**src/rtl/core/lru_page_replacement_macros.svh**
```systemverilog
// ----------------------------------------------------------------------------
// LRU page replacement - assertion macros
// Immediate-style wrappers around concurrent assertions; ASSERT_OFF removes them.
// ----------------------------------------------------------------------------
`ifndef LRU_PAGE_REPLACEMENT_MACROS_SVH
`define LRU_PAGE_REPLACEMENT_MACROS_SVH

`ifndef ASSERT_OFF
// same-cycle implication
`define LRU_ASSERT_IMP(label, clk, rst, ante, cons) \
  label: assert property (@(posedge clk) disable iff (rst) (ante) |-> (cons)) \
    else $error("lru_page_replacement: assertion failed");
// next-cycle implication
`define LRU_ASSERT_NXT(label, clk, rst, ante, cons) \
  label: assert property (@(posedge clk) disable iff (rst) (ante) |=> (cons)) \
    else $error("lru_page_replacement: assertion failed");
`else
`define LRU_ASSERT_IMP(label, clk, rst, ante, cons)
`define LRU_ASSERT_NXT(label, clk, rst, ante, cons)
`endif

`endif

```
**src/rtl/core/lru_pr_pkg.sv**
```systemverilog
// ----------------------------------------------------------------------------
// LRU page replacement - shared package
// Sizes, state and command encodings, controller/datapath interface structs.
// ----------------------------------------------------------------------------
package lru_pr_pkg;

  localparam int MAX_FRAMES = 16;
  localparam int FRAME_W    = $clog2(MAX_FRAMES);
  localparam int RANK_W     = FRAME_W;
  localparam int COUNT_W    = FRAME_W + 1;
  localparam int PAGE_W     = 8;
  localparam int CFG_W      = 5;
  localparam int OUT_DATA_W = 16;

  localparam logic [CFG_W-1:0] FRAME_COUNT_RESET = CFG_W'(4);

  typedef enum logic [2:0] {
    ST_IDLE,
    ST_SCAN,
    ST_HIT,
    ST_FILL,
    ST_REPLACE
  } state_t;

  typedef enum logic [1:0] {
    KIND_HIT,
    KIND_FILL,
    KIND_REPLACE
  } kind_t;

  // controller -> datapath
  typedef struct packed {
    logic  start;   // latch request, restart scan
    logic  scan;    // frame at scan index is examined this cycle
    logic  step;    // advance scan index
    logic  update;  // apply frame update and load result
    kind_t kind;
  } cmd_t;

  // datapath -> controller
  typedef struct packed {
    logic slot_valid;
    logic page_match;
    logic last_frame;
    logic out_busy;
  } stat_t;

endpackage

```
**src/rtl/core/lru_pr_ctrl.sv**
```systemverilog
// ----------------------------------------------------------------------------
// LRU page replacement - controller
// Sequences accept, frame scan and the final hit/fill/replace update.
// ----------------------------------------------------------------------------
`include "lru_page_replacement_macros.svh"

module lru_pr_ctrl (
  input  logic              clk,
  input  logic              rst,
  input  logic              s_tvalid,
  output logic              s_tready,
  input  lru_pr_pkg::stat_t stat,
  output lru_pr_pkg::cmd_t  cmd
);

  lru_pr_pkg::state_t state, state_next;

  always_ff @(posedge clk) begin
    if (rst) begin
      state <= lru_pr_pkg::ST_IDLE;
    end else begin
      state <= state_next;
    end
  end

  always_comb begin
    state_next = state;
    cmd        = '0;
    cmd.kind   = lru_pr_pkg::KIND_HIT;
    s_tready   = 1'b0;
    unique case (state)
      lru_pr_pkg::ST_IDLE: begin
        s_tready = 1'b1;
        if (s_tvalid) begin
          cmd.start  = 1'b1;
          state_next = lru_pr_pkg::ST_SCAN;
        end
      end
      lru_pr_pkg::ST_SCAN: begin
        cmd.scan = 1'b1;
        if (!stat.slot_valid) begin
          state_next = lru_pr_pkg::ST_FILL;
        end else if (stat.page_match) begin
          state_next = lru_pr_pkg::ST_HIT;
        end else if (stat.last_frame) begin
          state_next = lru_pr_pkg::ST_REPLACE;
        end else begin
          cmd.step = 1'b1;
        end
      end
      lru_pr_pkg::ST_HIT: begin
        cmd.kind = lru_pr_pkg::KIND_HIT;
        if (!stat.out_busy) begin
          cmd.update = 1'b1;
          state_next = lru_pr_pkg::ST_IDLE;
        end
      end
      lru_pr_pkg::ST_FILL: begin
        cmd.kind = lru_pr_pkg::KIND_FILL;
        if (!stat.out_busy) begin
          cmd.update = 1'b1;
          state_next = lru_pr_pkg::ST_IDLE;
        end
      end
      lru_pr_pkg::ST_REPLACE: begin
        cmd.kind = lru_pr_pkg::KIND_REPLACE;
        if (!stat.out_busy) begin
          cmd.update = 1'b1;
          state_next = lru_pr_pkg::ST_IDLE;
        end
      end
      default: begin
        state_next = lru_pr_pkg::ST_IDLE;
      end
    endcase
  end

  `LRU_ASSERT_NXT(a_accept_scan, clk, rst, s_tvalid && s_tready, state == lru_pr_pkg::ST_SCAN)
  `LRU_ASSERT_NXT(a_update_idle, clk, rst, cmd.update, state == lru_pr_pkg::ST_IDLE)
  `LRU_ASSERT_IMP(a_no_overrun, clk, rst, cmd.update, !stat.out_busy)

endmodule

```
**src/rtl/core/lru_pr_datapath.sv**
```systemverilog
// ----------------------------------------------------------------------------
// LRU page replacement - datapath
// Frame tables, scan index, victim tracking, rank update and result register.
// ----------------------------------------------------------------------------
`include "lru_page_replacement_macros.svh"

module lru_pr_datapath (
  input  logic                                clk,
  input  logic                                rst,
  input  lru_pr_pkg::cmd_t                    cmd,
  output lru_pr_pkg::stat_t                   stat,
  input  logic                                cfg_we,
  input  logic [lru_pr_pkg::CFG_W-1:0]        cfg_wdata,
  input  logic [lru_pr_pkg::PAGE_W-1:0]       s_tdata,
  input  logic                                s_tuser,
  output logic                                m_tvalid,
  input  logic                                m_tready,
  output logic [lru_pr_pkg::OUT_DATA_W-1:0]   m_tdata,
  output logic [1:0]                          m_tuser
);

  localparam int FW = lru_pr_pkg::FRAME_W;
  localparam int RW = lru_pr_pkg::RANK_W;
  localparam int PW = lru_pr_pkg::PAGE_W;
  localparam int CW = lru_pr_pkg::COUNT_W;
  localparam int NF = lru_pr_pkg::MAX_FRAMES;
  localparam int PAD_W = lru_pr_pkg::OUT_DATA_W - FW - PW;

  logic [lru_pr_pkg::CFG_W-1:0] frame_count;
  logic [NF-1:0]                valid;
  logic [CW-1:0]                vcount;
  logic [PW-1:0]                page_arr [NF];
  logic [RW-1:0]                rank_arr [NF];
  logic [PW-1:0]                req_page;
  logic [FW-1:0]                idx;
  logic [FW-1:0]                victim;
  logic [RW-1:0]                min_rank;

  logic          out_fault;
  logic          out_replaced;
  logic [FW-1:0] out_frame;
  logic [PW-1:0] out_rpage;

  logic [FW-1:0] last_idx;
  logic [FW-1:0] sel;
  logic [PW-1:0] sel_page;
  logic [RW-1:0] sel_rank;
  logic [RW-1:0] top_rank;
  logic          is_replace;

  // clamp frame count to 1..NF, expressed as last index
  always_comb begin
    if (frame_count == '0) begin
      last_idx = '0;
    end else if (frame_count > lru_pr_pkg::CFG_W'(NF)) begin
      last_idx = FW'(NF - 1);
    end else begin
      last_idx = FW'(frame_count - 1'b1);
    end
  end

  assign is_replace = cmd.update && (cmd.kind == lru_pr_pkg::KIND_REPLACE);
  assign sel        = is_replace ? victim : idx;
  assign sel_page   = page_arr[sel];
  assign sel_rank   = rank_arr[sel];
  assign top_rank   = RW'(vcount - 1'b1);

  assign stat.slot_valid = valid[sel];
  assign stat.page_match = (sel_page == req_page);
  assign stat.last_frame = (idx == last_idx);
  assign stat.out_busy   = m_tvalid && !m_tready;

  // control state
  always_ff @(posedge clk) begin
    if (rst) begin
      frame_count <= lru_pr_pkg::FRAME_COUNT_RESET;
      valid       <= '0;
      vcount      <= '0;
      idx         <= '0;
      m_tvalid    <= 1'b0;
    end else begin
      if (cfg_we) begin
        frame_count <= cfg_wdata;
      end
      if (cmd.start) begin
        idx <= '0;
        if (s_tuser) begin
          valid  <= '0;
          vcount <= '0;
        end
      end else if (cmd.step) begin
        idx <= idx + 1'b1;
      end
      if (cmd.update && (cmd.kind == lru_pr_pkg::KIND_FILL)) begin
        valid[sel] <= 1'b1;
        vcount     <= vcount + 1'b1;
      end
      if (cmd.update) begin
        m_tvalid <= 1'b1;
      end else if (m_tready) begin
        m_tvalid <= 1'b0;
      end
    end
  end

  // frame tables and result payload
  always_ff @(posedge clk) begin
    if (cmd.start) begin
      req_page <= s_tdata;
    end
    if (cmd.scan) begin
      if ((idx == '0) || (sel_rank < min_rank)) begin
        min_rank <= sel_rank;
        victim   <= idx;
      end
    end
    if (cmd.update) begin
      if (cmd.kind == lru_pr_pkg::KIND_FILL) begin
        rank_arr[sel] <= RW'(vcount);
      end else begin
        // touch: ranks above the touched one slide down, touched goes to top
        for (int i = 0; i < NF; i++) begin
          if (FW'(i) == sel) begin
            rank_arr[i] <= top_rank;
          end else if (valid[i] && (rank_arr[i] > sel_rank)) begin
            rank_arr[i] <= rank_arr[i] - 1'b1;
          end
        end
      end
      if (cmd.kind != lru_pr_pkg::KIND_HIT) begin
        page_arr[sel] <= req_page;
      end
      out_fault    <= (cmd.kind != lru_pr_pkg::KIND_HIT);
      out_replaced <= is_replace;
      out_frame    <= sel;
      out_rpage    <= is_replace ? sel_page : '0;
    end
  end

  assign m_tdata = {{PAD_W{1'b0}}, out_rpage, out_frame};
  assign m_tuser = {out_replaced, out_fault};

  `LRU_ASSERT_IMP(a_victim_valid, clk, rst, is_replace, valid[victim])
  `LRU_ASSERT_IMP(a_count_range, clk, rst, 1'b1, vcount <= CW'(NF))
  `LRU_ASSERT_NXT(a_out_hold, clk, rst, m_tvalid && !m_tready, m_tvalid && $stable(m_tdata))

endmodule

```
**src/rtl/core/lru_page_replacement.sv**
```systemverilog
// ----------------------------------------------------------------------------
// LRU page replacement - top level
// Page reference stream in, one fault/frame/eviction result per reference out.
// ----------------------------------------------------------------------------
//
// Channel   Dir  Accept            Payload
// s_*       in   tvalid & tready   tdata: page; tuser: new_sequence
// m_*       out  tvalid & tready   tdata: frame_index, replaced_page; tuser: fault, replaced
// cfg_*     in   cfg_we            cfg_wdata: frame_count
//
// A request is accepted in ST_IDLE, then frames are scanned in index order, one
// frame per cycle, up to the first empty or matching frame or the last frame;
// an update state then loads the result into the output register.
// The next request is taken once the result is in the output register, even if
// the sink has not yet taken it; the update waits while that register is full.
// Reset (rst, synchronous) empties all frames and sets frame_count to 4.
// new_sequence empties all frames at accept, before the scan.
// ----------------------------------------------------------------------------
module lru_page_replacement (
  input  logic                              clk,
  input  logic                              rst,
  // request stream
  input  logic                              s_tvalid,
  output logic                              s_tready,
  input  logic [lru_pr_pkg::PAGE_W-1:0]     s_tdata,   // [7:0] page
  input  logic                              s_tuser,   // [0] new_sequence
  // result stream
  output logic                              m_tvalid,
  input  logic                              m_tready,
  output logic [lru_pr_pkg::OUT_DATA_W-1:0] m_tdata,   // [3:0] frame_index, [11:4] replaced_page
  output logic [1:0]                        m_tuser,   // [0] fault, [1] replaced
  // frame count register
  input  logic                              cfg_we,
  input  logic [lru_pr_pkg::CFG_W-1:0]      cfg_wdata
);

  // controller drives scan/update commands, datapath reports frame status
  lru_pr_pkg::cmd_t  cmd;
  lru_pr_pkg::stat_t stat;

  lru_pr_ctrl u_ctrl (
    .clk      (clk),
    .rst      (rst),
    .s_tvalid (s_tvalid),
    .s_tready (s_tready),
    .stat     (stat),
    .cmd      (cmd)
  );

  lru_pr_datapath u_datapath (
    .clk       (clk),
    .rst       (rst),
    .cmd       (cmd),
    .stat      (stat),
    .cfg_we    (cfg_we),
    .cfg_wdata (cfg_wdata),
    .s_tdata   (s_tdata),
    .s_tuser   (s_tuser),
    .m_tvalid  (m_tvalid),
    .m_tready  (m_tready),
    .m_tdata   (m_tdata),
    .m_tuser   (m_tuser)
  );

endmodule

```
**config.mk**
```make
export PLATFORM = sky130hd
export DESIGN_NAME = lru_page_replacement
export DESIGN_NICKNAME = d
export VERILOG_FILES = /design/src/rtl/core/lru_pr_pkg.sv /design/src/rtl/core/lru_pr_ctrl.sv /design/src/rtl/core/lru_pr_datapath.sv /design/src/rtl/core/lru_page_replacement.sv
export VERILOG_INCLUDE_DIRS = /design/src /design/src/rtl/core
export SDC_FILE = /design/constraint.sdc
export NUM_CORES = 1
export LEC_CHECK = 0
export BUFFER_PORTS_ARGS = -buffer_cell sky130_fd_sc_hd__buf_4
export CAP_MARGIN = 20
export CORE_AREA = 3 3 222 137
export DETAILED_ROUTE_END_ITERATION = 16
export DIE_AREA = 0 0 225 140
export PLACE_DENSITY_LB_ADDON = 0.3
export SLEW_MARGIN = 20
export SYNTH_ARGS = -nofsm -noshare
export SYNTH_HDL_FRONTEND = slang
export SYNTH_SLANG_ARGS = --single-unit
```
**constraint.sdc**
```tcl
create_clock -name clk -period 10.78 [get_ports clk]
set_input_delay 1.078 -clock clk [delete_from_list [all_inputs] [get_ports clk]]
set_output_delay 1.078 -clock clk [all_outputs]
set_load 0.05 [all_outputs]
```
==> flow_metrics.py, run 1 <==
metrics = {
    "outcome": {
        "status": "finished, final reports clean",
    },
    "logic_synthesis": {
        "synth-edff-count": 222,
        "yosysTopAreaCell": "edfxtp_1",
        "synth.area.top_cells": "edfxtp_1, ha_1, nand2_1",
        "synth_top_cells_by_count": "edfxtp_1, nand2_1, nor2_1, o21ai_0, a21oi_1",
        "netlist_area_mm2": 0.0157,
        "synthCells": 1596,
        "ys_seq_area_share_pct": 46.8,
        "ys_seq_elements": 255,
        "synth.most_common_cell": "edfxtp_1",
        "async_flop_share_pct": 0,
        "synth.distinct_cells": 89,
        "synth_flop_cell": "edfxtp_1",
        "syn_area_per_cell_um2": 9.82,
        "synth_warnings": 0,
        "synth_top_area_share_pct": 42.5,
    },
    "sta": {
        "tightestPinTransition_ns": 1.25,
        "period_minus_slack_ns": 6.60,
        "slew_viol_final": 0,
        "grt_setup_unrepaired": "no",
        "setup_slack_ns": 4.18,
        "tns_ns": 0,
        "slew_headroom_pct": 16.4,
        "finalHoldViolCount": 0,
        "clock_skew_ns": 0.0189,
        "fin_crit_sh_pct": 61.2,
        "max_freq_ghz": 0.152,
        "setup_viol": 0,
    },
    "place": {
        "place_worst_setup_slack_ns": 4.21,
        "port_buffers": 34,
        "hpwlAfterDp_um": 35600,
        "place.gp.congestion": 1.02,
        "place_area_mm2": 0.0161,
    },
    "clock_network": {
        "htreeDepth": 1,
        "clock_path_buffers": 3,
        "cts_tree": "done",
        "worstSkewPairLatency_ns": 0.55,
        "cts-root-buf": "clkbuf_16",
        "clk_pin_slew_worst_paths_ns": 0.06,
        "cts_resized": 0,
        "postCtsHoldBufs": 0,
        "cts_buffers": 25,
        "postCtsSetupBuffers": 0,
        "clkSinkCount": 255,
    },
    "floorplan": {
        "dieWidth_um": 225,
        "io_pins": 39,
        "core.rowCount": 48,
        "initial_core_util_pct": 54.9,
        "core-area_mm2": 0.0285,
        "die_height_um": 140,
        "die_area_mm2": 0.0315,
    },
    "grt": {
        "grt_pass1_vias": 12500,
        "grt_max_degree": 61,
        "grt_pass1_wl_um": 77000,
        "track_usage_pct": 32.2,
        "antenna_found_initial": 0,
        "grt_remaining_overflow": 0,
    },
    "finish": {
        "layout-drive-gt1-share_pct": 9.66,
        "fin_area_mm2": 0.0170,
        "nNetsFinal": 1694,
        "num_antenna_cells": 0,
        "area.growth.synth_to_final_pct": 8.25,
    },
    "setup_path": {
        "path_cells": "clkinv_1 > a21oi_2 > nor2_4 > inv_4 > o211ai_1 > nand3_1 > o21ai_0 > o21a_1 > inv_1 > ha_1 > nor2b_1 > o21a_1 > o21a_1 > o211a_1 > o21ai_0 > o21ai_0",
        "r2r_slack_ns": 4.18,
        "path_delay_family": "compound AO/OA/AOI/OAI gates",
        "endpoint_kind": "flop",
        "cp.buffers_inverters": 3,
        "cp_slowest_cell": "dfxtp_1",
        "r2r_start": "u_datapath.idx[0]$_SDFFE_PP0P_",
        "cpPeakStageDelay_ns": 0.88,
        "crit_path_max_fanout": 33,
        "reg2reg_depth": 16,
        "crit_type": "reg2reg",
        "critPathArrivalTime_ns": 6.79,
        "critPathLaunchType": "flop",
        "worstReg2RegEnd": "u_datapath.rank_arr[5][0]$_DFFE_PP_",
        "crit_required_ns": 10.98,
    },
    "power": {
        "pwr_density_cell_mw_per_mm2": 128,
        "power.total_mw": 2.17,
        "power_leakage_nw": 6.03,
        "irDropWorstVdd_uv": 109,
    },
    "routing": {
        "first_iter_violations": 2368,
        "wirelength_um": 52100,
        "vias": 13800,
        "firstDrtPassIters": 7,
        "antenna_left": 0,
        "route.detailed.drc": 0,
        "wire_per_inst_um": 26.3,
        "viasPerCell": 6.95,
    },
    "worst_hold_path": {
        "hp-class": "reg2reg",
        "whs_path_depth": 2,
        "hp-start": "u_datapath.valid[7]$_SDFF_PP0_",
        "hold_path_end": "u_datapath.valid[7]$_SDFF_PP0_",
    },
    "flow_run": {
        "drv_cap": 0,
    },
}
area by class of cell:
type,instances,area (um^2)
inverters,68,258
flip-flops and latches,255,7330
multi-input cells,1171,7610
clock buffers,30,644
fillers,2338,11600
repair buffers,65,488
well taps,375,469
clock inverters,16,161
report_power, final:
group | internal (mW) | total, mW | switching [mW]
Combinational | 0.0546 | 0.171 | 0.116
Clock | 0.500 | 0.892 | 0.392
Sequential | 1.08 | 1.10 | 0.0202
Total | 1.64 | 2.17 | 0.529
cells by family (layout without fill, tap and decap cells):
| family | after synthesis | after routing | share of synthesized area (%) |
|---|---|---|---|
| buffers and inverters | 173 | 179 | 4.95 |
| XOR/XNOR | 46 | 46 | 2.57 |
| flip-flops | 255 | 255 | 46.8 |
| multiplexers | 29 | 29 | 2.06 |
| AO/OA/AOI/OAI | 477 | 477 | 20.3 |
| adder cells (fa/ha/maj) | 91 | 91 | 7.23 |
| other | 1 | 4 | 0.0239 |
| AND/OR/NAND/NOR | 524 | 524 | 16.1 |
how the worst max path moves through the flow:
stage,end,start,slack [ns],depth (start not counted)
floorplan,u_datapath.rank_arr[15][0]$_DFFE_PP_,m_tready,5.75,20
global placement,u_datapath.rank_arr[5][0]$_DFFE_PP_,m_tready,4.36,22
detailed placement,u_datapath.rank_arr[11][0]$_DFFE_PP_,m_tready,4.21,22
CTS,u_datapath.rank_arr[9][1]$_DFFE_PP_,u_datapath.idx[0]$_SDFFE_PP0P_,4.60,16
global route,u_datapath.rank_arr[9][1]$_DFFE_PP_,u_datapath.idx[0]$_SDFFE_PP0P_,4.12,16
finish,u_datapath.rank_arr[5][0]$_DFFE_PP_,u_datapath.idx[0]$_SDFFE_PP0P_,4.18,16
worst reg2reg max path: cells and delay by family, from the launching register on:
kind                     cells  cell delay (ns)
adder cells (fa/ha/maj)      1             0.39
flip-flops                   1             0.88
AO/OA/AOI/OAI                9             2.68
buffers and inverters        3             1.71
AND/OR/NAND/NOR              3             0.62
cells in the final DEF (no fill, tap or decap), drive strengths merged, types with 9 or more instances in the layout:
cell type    n
a31oi       24
a32oi       10
nand4       24
ha          89
nand3       75
mux2i       21
o21ai      110
a22o        11
o21a        31
clkbuf      30
nand2      180
o22ai       28
a311oi       9
a21oi       93
a22oi       31
nor4         9
o211ai      20
nand2b      27
a221oi       9
nor2b       21
xor2        32
edfxtp     222
nor3        29
nor2       115
and3        14
buf         65
a211oi      24
inv         67
dfxtp       33
xnor2       14
clkinv      12
metrics by stage:
step | util, % | instances | hold slack, ns
floorplan | - | 1599 | 0.406
global placement | 56.5 | 1933 | 0.498
detailed placement | 56.5 | 1933 | 0.501
CTS | 59.3 | 1979 | 0.511
global route | 59.5 | 1980 | 0.545
finish | 59.5 | 1980 | 0.521
sequential cells by signal, summed over array words and instances (netlist names), 5 cells and up:
register                count
u_datapath.req_page         8
u_datapath.rank_arr        64
u_datapath.frame_count      5
u_datapath.valid           16
u_datapath.out_rpage        8
u_datapath.page_arr       128
routing by layer:
layer	GRT usage [%]	wire [um]	share of wire, %	up-vias
li1	-	-	-	5970
met1	48.7	21300	41	6486
met2	41.5	19700	38	1167
met3	14.8	9790	19	134
met4	7.58	1400	2.7	0
met5	0	0	0	-
Power figures use the tool's default switching activity.
==> run 2: changes to the inputs <==
- clock period: 10.78 -> 5.5 ns (I/O delays scaled with it)
==> flow_metrics.py, run 2 (synthesized netlist as in run 1, its figures left out) <==
metrics = {
    "outcome": {
        "status": "finished, final reports clean",
    },
    "clock_network": {
        "cts_tree": "done",
        "postCtsHoldBufs": 0,
        "worstSkewPairLatency_ns": 0.57,
        "cts_resized": 0,
        "cts_buffers": 26,
        "htreeDepth": 1,
        "clock_path_buffers": 3,
        "cts-root-buf": "clkbuf_16",
        "postCtsSetupBuffers": 0,
        "clk_pin_slew_worst_paths_ns": 0.06,
        "clkSinkCount": 255,
    },
    "sta": {
        "max_freq_ghz": 0.199,
        "clock_skew_ns": 0.0165,
        "slew_viol_final": 0,
        "grt_setup_unrepaired": "no",
        "setup_viol": 0,
        "tightestPinTransition_ns": 1.24,
        "fin_crit_sh_pct": 91.6,
        "setup_slack_ns": 0.464,
        "holdWs_ns": 0.158,
        "period_minus_slack_ns": 5.04,
        "finalHoldViolCount": 0,
        "tns_ns": 0,
        "slew_headroom_pct": 17.3,
    },
    "finish": {
        "reg.largest.list": "u_datapath.page_arr x128, u_datapath.rank_arr x64, u_datapath.valid x16",
        "top_register": "u_datapath.page_arr",
        "layout-drive-gt1-share_pct": 11.1,
        "area.growth.synth_to_final_pct": 9.69,
        "final_common_cell": "edfxtp_1",
        "num_antenna_cells": 0,
        "layout_common_cells": "edfxtp_1, nand2_1, nor2_1, o21ai_0, a21oi_1",
        "largest_register_ff_count": 128,
        "fin_cells": 2007,
        "nNetsFinal": 1721,
    },
    "worst_hold_path": {
        "hp-class": "in2reg",
        "whs_path_depth": 1,
    },
    "floorplan": {
        "io_pins": 39,
        "die_area_mm2": 0.0315,
        "core-area_mm2": 0.0285,
        "die_height_um": 140,
        "dieWidth_um": 225,
        "core.rowCount": 48,
        "initial_core_util_pct": 54.9,
    },
    "place": {
        "placed_cells": 1960,
        "place.gp.congestion": 1.00,
        "hpwlAfterDp_um": 38200,
        "port_buffers": 34,
        "place_worst_setup_slack_ns": 0.618,
    },
    "power": {
        "irDropWorstVdd_uv": 250,
        "power.total_mw": 4.28,
        "power_leakage_nw": 6.17,
        "pwr_density_cell_mw_per_mm2": 249,
    },
    "grt": {
        "met1_usage_pct": 52.8,
        "grt_max_degree": 61,
        "grt_pass1_wl_um": 81700,
        "busiest_layer": "met1",
        "grt_remaining_overflow": 0,
        "antenna_found_initial": 0,
        "met3_usage_pct": 15.7,
        "track_usage_pct": 34.5,
        "grt_pass1_vias": 12900,
        "grt_use_met2_pct": 43.7,
    },
    "setup_path": {
        "r2r_slack_ns": 0.46,
        "r2r_start": "u_ctrl.state[2]$_SDFFE_PP0P_",
        "crit_type": "reg2reg",
        "endpoint_kind": "flop",
        "worstReg2RegEnd": "u_datapath.rank_arr[2][3]$_DFFE_PP_",
        "critPathCapture": "u_datapath.rank_arr[2][3]$_DFFE_PP_",
        "crit_required_ns": 5.74,
        "critPathLaunchType": "flop",
        "reg2reg_depth": 18,
        "crit_start": "u_ctrl.state[2]$_SDFFE_PP0P_",
        "crit_path_max_fanout": 18,
        "critPathArrivalTime_ns": 5.27,
    },
    "routing": {
        "wire_per_inst_um": 27.5,
        "first_iter_violations": 2386,
        "antenna_left": 0,
        "viasPerCell": 7.03,
        "route.detailed.drc": 0,
        "wirelength_um": 55200,
        "firstDrtPassIters": 7,
        "vias": 14100,
    },
    "flow_run": {
        "drv_cap": 0,
    },
}
-- run 2: cell types whose count changed in the layout (fill, tap and decap cells not counted), sizes merged --
cell / previous run / this run
clkinvlp: 2 / 3
clkbuf: 30 / 33
inv: 67 / 66
buf: 65 / 91
bufinv: 3 / 2
clkinv: 12 / 11
-- run 2: worst min path at each step --
stage / from / to / slack [ns]
floorplan: u_datapath.idx[3]$_SDFFE_PP0P_ / u_datapath.victim[3]$_DFFE_PP_ / 0.41
global route: s_tdata[7] / u_datapath.req_page[7]$_DFFE_PP_ / 0.15
global placement: u_datapath.valid[0]$_SDFF_PP0_ / u_datapath.valid[0]$_SDFF_PP0_ / 0.47
CTS: s_tdata[6] / u_datapath.req_page[6]$_DFFE_PP_ / 0.15
detailed placement: u_datapath.valid[0]$_SDFF_PP0_ / u_datapath.valid[0]$_SDFF_PP0_ / 0.48
finish: s_tdata[5] / u_datapath.req_page[5]$_DFFE_PP_ / 0.16
-- run 2: layout make-up --
cell class	instances	area, um^2
clock buffers	33	677
clock inverters	14	146
fillers	2387	11300
inverters	68	258
multi-input cells	1171	7610
flip-flops and latches	255	7330
well taps	375	469
repair buffers	91	696
-- run 2: per-layer routing --
layer	part of all wire (%)	vias to the layer above
met5	0	-
met4	2.6	0
met3	19	134
met2	37	1215
met1	41	6723
li1	-	6037
-- run 2: per-stage QoR --
step	cell area, um^2	util (%)
2_1_floorplan	15700	-
3_3_place_gp	16300	57.3
3_5_place_dp	16400	57.3
4_1_cts	17200	60.2
5_1_grt	17200	60.3
6_report	17200	60.3
-- run 2: worst max-delay path, stage by stage, from the launching register on --
cell and delay [ns]:
dfxtp_1 0.45, or3b_4 0.45, nor3_2 0.18, nor2_2 0.08
inv_2 0.30, buf_4 0.34, o211ai_1 0.12, nand2_1 0.10
o211ai_1 0.08, o21a_1 0.18, inv_1 0.56, buf_4 0.27
ha_1 0.24, nor2b_1 0.13, o21a_1 0.16, o21ai_0 0.15
a21oi_1 0.16, o21ai_0 0.39, o21ai_0 0.34
-- run 2: report_power, final --
| part | internal [mW] | switching [mW] | total, mW |
|---|---|---|---|
| Sequential | 2.12 | 0.0427 | 2.17 |
| Combinational | 0.113 | 0.232 | 0.346 |
| Clock | 0.971 | 0.796 | 1.77 |
| Total | 3.21 | 1.07 | 4.28 |
==> run 3: changes to the inputs <==
- CTS_BUF_LIST: not set -> sky130_fd_sc_hd__clkbuf_16
==> flow_metrics.py, run 3 (synthesized netlist as in run 1, its figures left out) <==
metrics = {
    "worst_hold_path": {
        "hp-class": "in2reg",
        "hold_path_end": "u_datapath.req_page[5]$_DFFE_PP_",
        "whs_path_depth": 1,
        "hp-start": "s_tdata[5]",
    },
    "grt": {
        "grt_remaining_overflow": 0,
        "antenna_found_initial": 0,
        "track_usage_pct": 34.5,
        "grt_pass1_vias": 12900,
        "grt_max_degree": 61,
        "grt_pass1_wl_um": 81700,
    },
    "sta": {
        "tightestPinTransition_ns": 1.20,
        "fin_crit_sh_pct": 91.2,
        "clock_skew_ns": 0.0144,
        "tns_ns": 0,
        "grt_setup_unrepaired": "no",
        "setup_viol": 0,
        "period_minus_slack_ns": 5.02,
        "slew_viol_final": 0,
        "finalHoldViolCount": 0,
        "max_freq_ghz": 0.199,
        "slew_headroom_pct": 19.8,
    },
    "routing": {
        "first_iter_violations": 2436,
        "viasPerCell": 6.99,
        "wire_per_inst_um": 27.5,
        "firstDrtPassIters": 6,
        "antenna_left": 0,
        "wirelength_um": 55200,
        "route.detailed.drc": 0,
        "vias": 14000,
    },
    "power": {
        "power_leakage_nw": 6.20,
        "irDropWorstVdd_uv": 249,
        "pwr_density_cell_mw_per_mm2": 248,
    },
    "setup_path": {
        "reg2reg_depth": 18,
        "crit_top_cell": "o21ai_0",
        "r2r_start": "u_ctrl.state[2]$_SDFFE_PP0P_",
        "cp.buffers_inverters": 4,
        "crit_path_max_fanout": 18,
        "cp_slowest_cell": "inv_1",
        "crit_cells": 18,
        "crit_type": "reg2reg",
        "path_delay_family": "compound AO/OA/AOI/OAI gates",
        "critPathArrivalTime_ns": 5.26,
        "r2r_slack_ns": 0.48,
        "endpoint_kind": "flop",
        "cpPeakStageDelay_ns": 0.56,
        "worstReg2RegEnd": "u_datapath.rank_arr[2][3]$_DFFE_PP_",
        "path_cells": "or3b_4 > nor3_2 > nor2_2 > inv_2 > buf_4 > o211ai_1 > nand2_1 > o211ai_1 > o21a_1 > inv_1 > buf_4 > ha_1 > nor2b_1 > o21a_1 > o21ai_0 > a21oi_1 > o21ai_0 > o21ai_0",
        "crit_required_ns": 5.74,
        "critPathLaunchType": "flop",
    },
    "place": {
        "place.gp.congestion": 1.00,
        "port_buffers": 34,
        "place_area_mm2": 0.0164,
        "hpwlAfterDp_um": 38200,
    },
    "finish": {
        "top_register": "u_datapath.page_arr",
        "nNetsFinal": 1721,
        "layout_common_cells": "edfxtp_1, nand2_1, nor2_1, o21ai_0, a21oi_1",
        "largest_register_ff_count": 128,
        "fin_area_mm2": 0.0172,
        "reg.largest.list": "u_datapath.page_arr x128, u_datapath.rank_arr x64, u_datapath.valid x16",
        "layout-drive-gt1-share_pct": 11.1,
        "area.growth.synth_to_final_pct": 9.69,
        "num_antenna_cells": 0,
        "final_common_cell": "edfxtp_1",
    },
    "clock_network": {
        "cts_tree": "done",
        "clk_pin_slew_worst_paths_ns": 0.07,
        "postCtsSetupBuffers": 0,
        "clkSinkCount": 255,
        "cts-root-buf": "clkbuf_16",
        "cts_buffers": 26,
        "htreeDepth": 1,
        "clock_path_buffers": 3,
        "cts_resized": 0,
        "worstSkewPairLatency_ns": 0.57,
        "postCtsHoldBufs": 0,
    },
    "floorplan": {
        "core-area_mm2": 0.0285,
        "io_pins": 39,
        "die_height_um": 140,
        "initial_core_util_pct": 54.9,
        "die_area_mm2": 0.0315,
        "dieWidth_um": 225,
        "core.rowCount": 48,
    },
    "flow_run": {
        "drv_cap": 0,
    },
    "outcome": {
        "status": "finished, final reports clean",
    },
}
-- run 3: cell types whose count changed in the layout (fill, tap and decap cells not counted), sizes merged --
| cell | before | now |
|---|---|---|
| clkbuf | 33 | 26 |
| inv | 66 | 73 |
-- run 3: cell type report --
cell class,instances,area (um^2)
clock inverters,21,173
repair buffers,91,696
flip-flops and latches,255,7330
inverters,68,258
multi-input cells,1171,7610
fillers,2387,11300
well taps,375,469
clock buffers,26,651
-- run 3: worst max-delay path by stage --
| stage | start | end | slack (ns) |
|---|---|---|---|
| 2_1_floorplan | u_datapath.m_tvalid$_SDFFE_PP0P_ | u_datapath.rank_arr[15][0]$_DFFE_PP_ | 0.95 |
| 5_1_grt | u_ctrl.state[2]$_SDFFE_PP0P_ | u_datapath.rank_arr[2][1]$_DFFE_PP_ | 0.24 |
| 6_report | u_ctrl.state[2]$_SDFFE_PP0P_ | u_datapath.rank_arr[2][3]$_DFFE_PP_ | 0.48 |
| 3_5_place_dp | m_tready | u_datapath.rank_arr[2][3]$_DFFE_PP_ | 0.62 |
| 3_3_place_gp | m_tready | u_datapath.rank_arr[4][0]$_DFFE_PP_ | 0.79 |
| 4_1_cts | u_ctrl.state[2]$_SDFFE_PP0P_ | u_datapath.rank_arr[2][3]$_DFFE_PP_ | 0.64 |
-- run 3: worst register-to-register path, cell delays in order (launching register included) --
cell	delay, ns
dfxtp_1	0.45
or3b_4	0.45
nor3_2	0.17
nor2_2	0.08
inv_2	0.30
buf_4	0.36
o211ai_1	0.13
nand2_1	0.10
o211ai_1	0.08
o21a_1	0.18
inv_1	0.56
buf_4	0.27
ha_1	0.24
nor2b_1	0.13
o21a_1	0.16
o21ai_0	0.15
a21oi_1	0.16
o21ai_0	0.39
o21ai_0	0.34
-- run 3: through the flow --
step                      worst slack (ns)  hold slack [ns]  power, mW  util [%]  instances
after floorplan                      0.953            0.406       2.41         -       1599
after global placement               0.789            0.475       2.52      57.3       1960
after detailed placement             0.618            0.479       2.53      57.3       1960
after CTS                            0.643            0.149       4.25      60.2       2007
after global routing                 0.238            0.146       4.37      60.3       2007
final                                0.482            0.159       4.27      60.3       2007
-- run 3: power breakdown --
group / switching (mW) / internal [mW] / leakage, nW / total, mW
registers: 0.0425 / 2.12 / 2.25 / 2.17
clock network: 0.800 / 0.958 / 0.421 / 1.76
logic: 0.232 / 0.113 / 3.53 / 0.346
-- run 3: per-layer routing --
metal  vias to the layer above  routed length (um)  global-route usage, %
met5                         -                   0                      0
met3                       137               10300                   15.7
met4                         0                1460                   8.49
met1                      6752               22900                   52.8
met2                      1105               20600                   43.7
li1                       6037                   -                      -
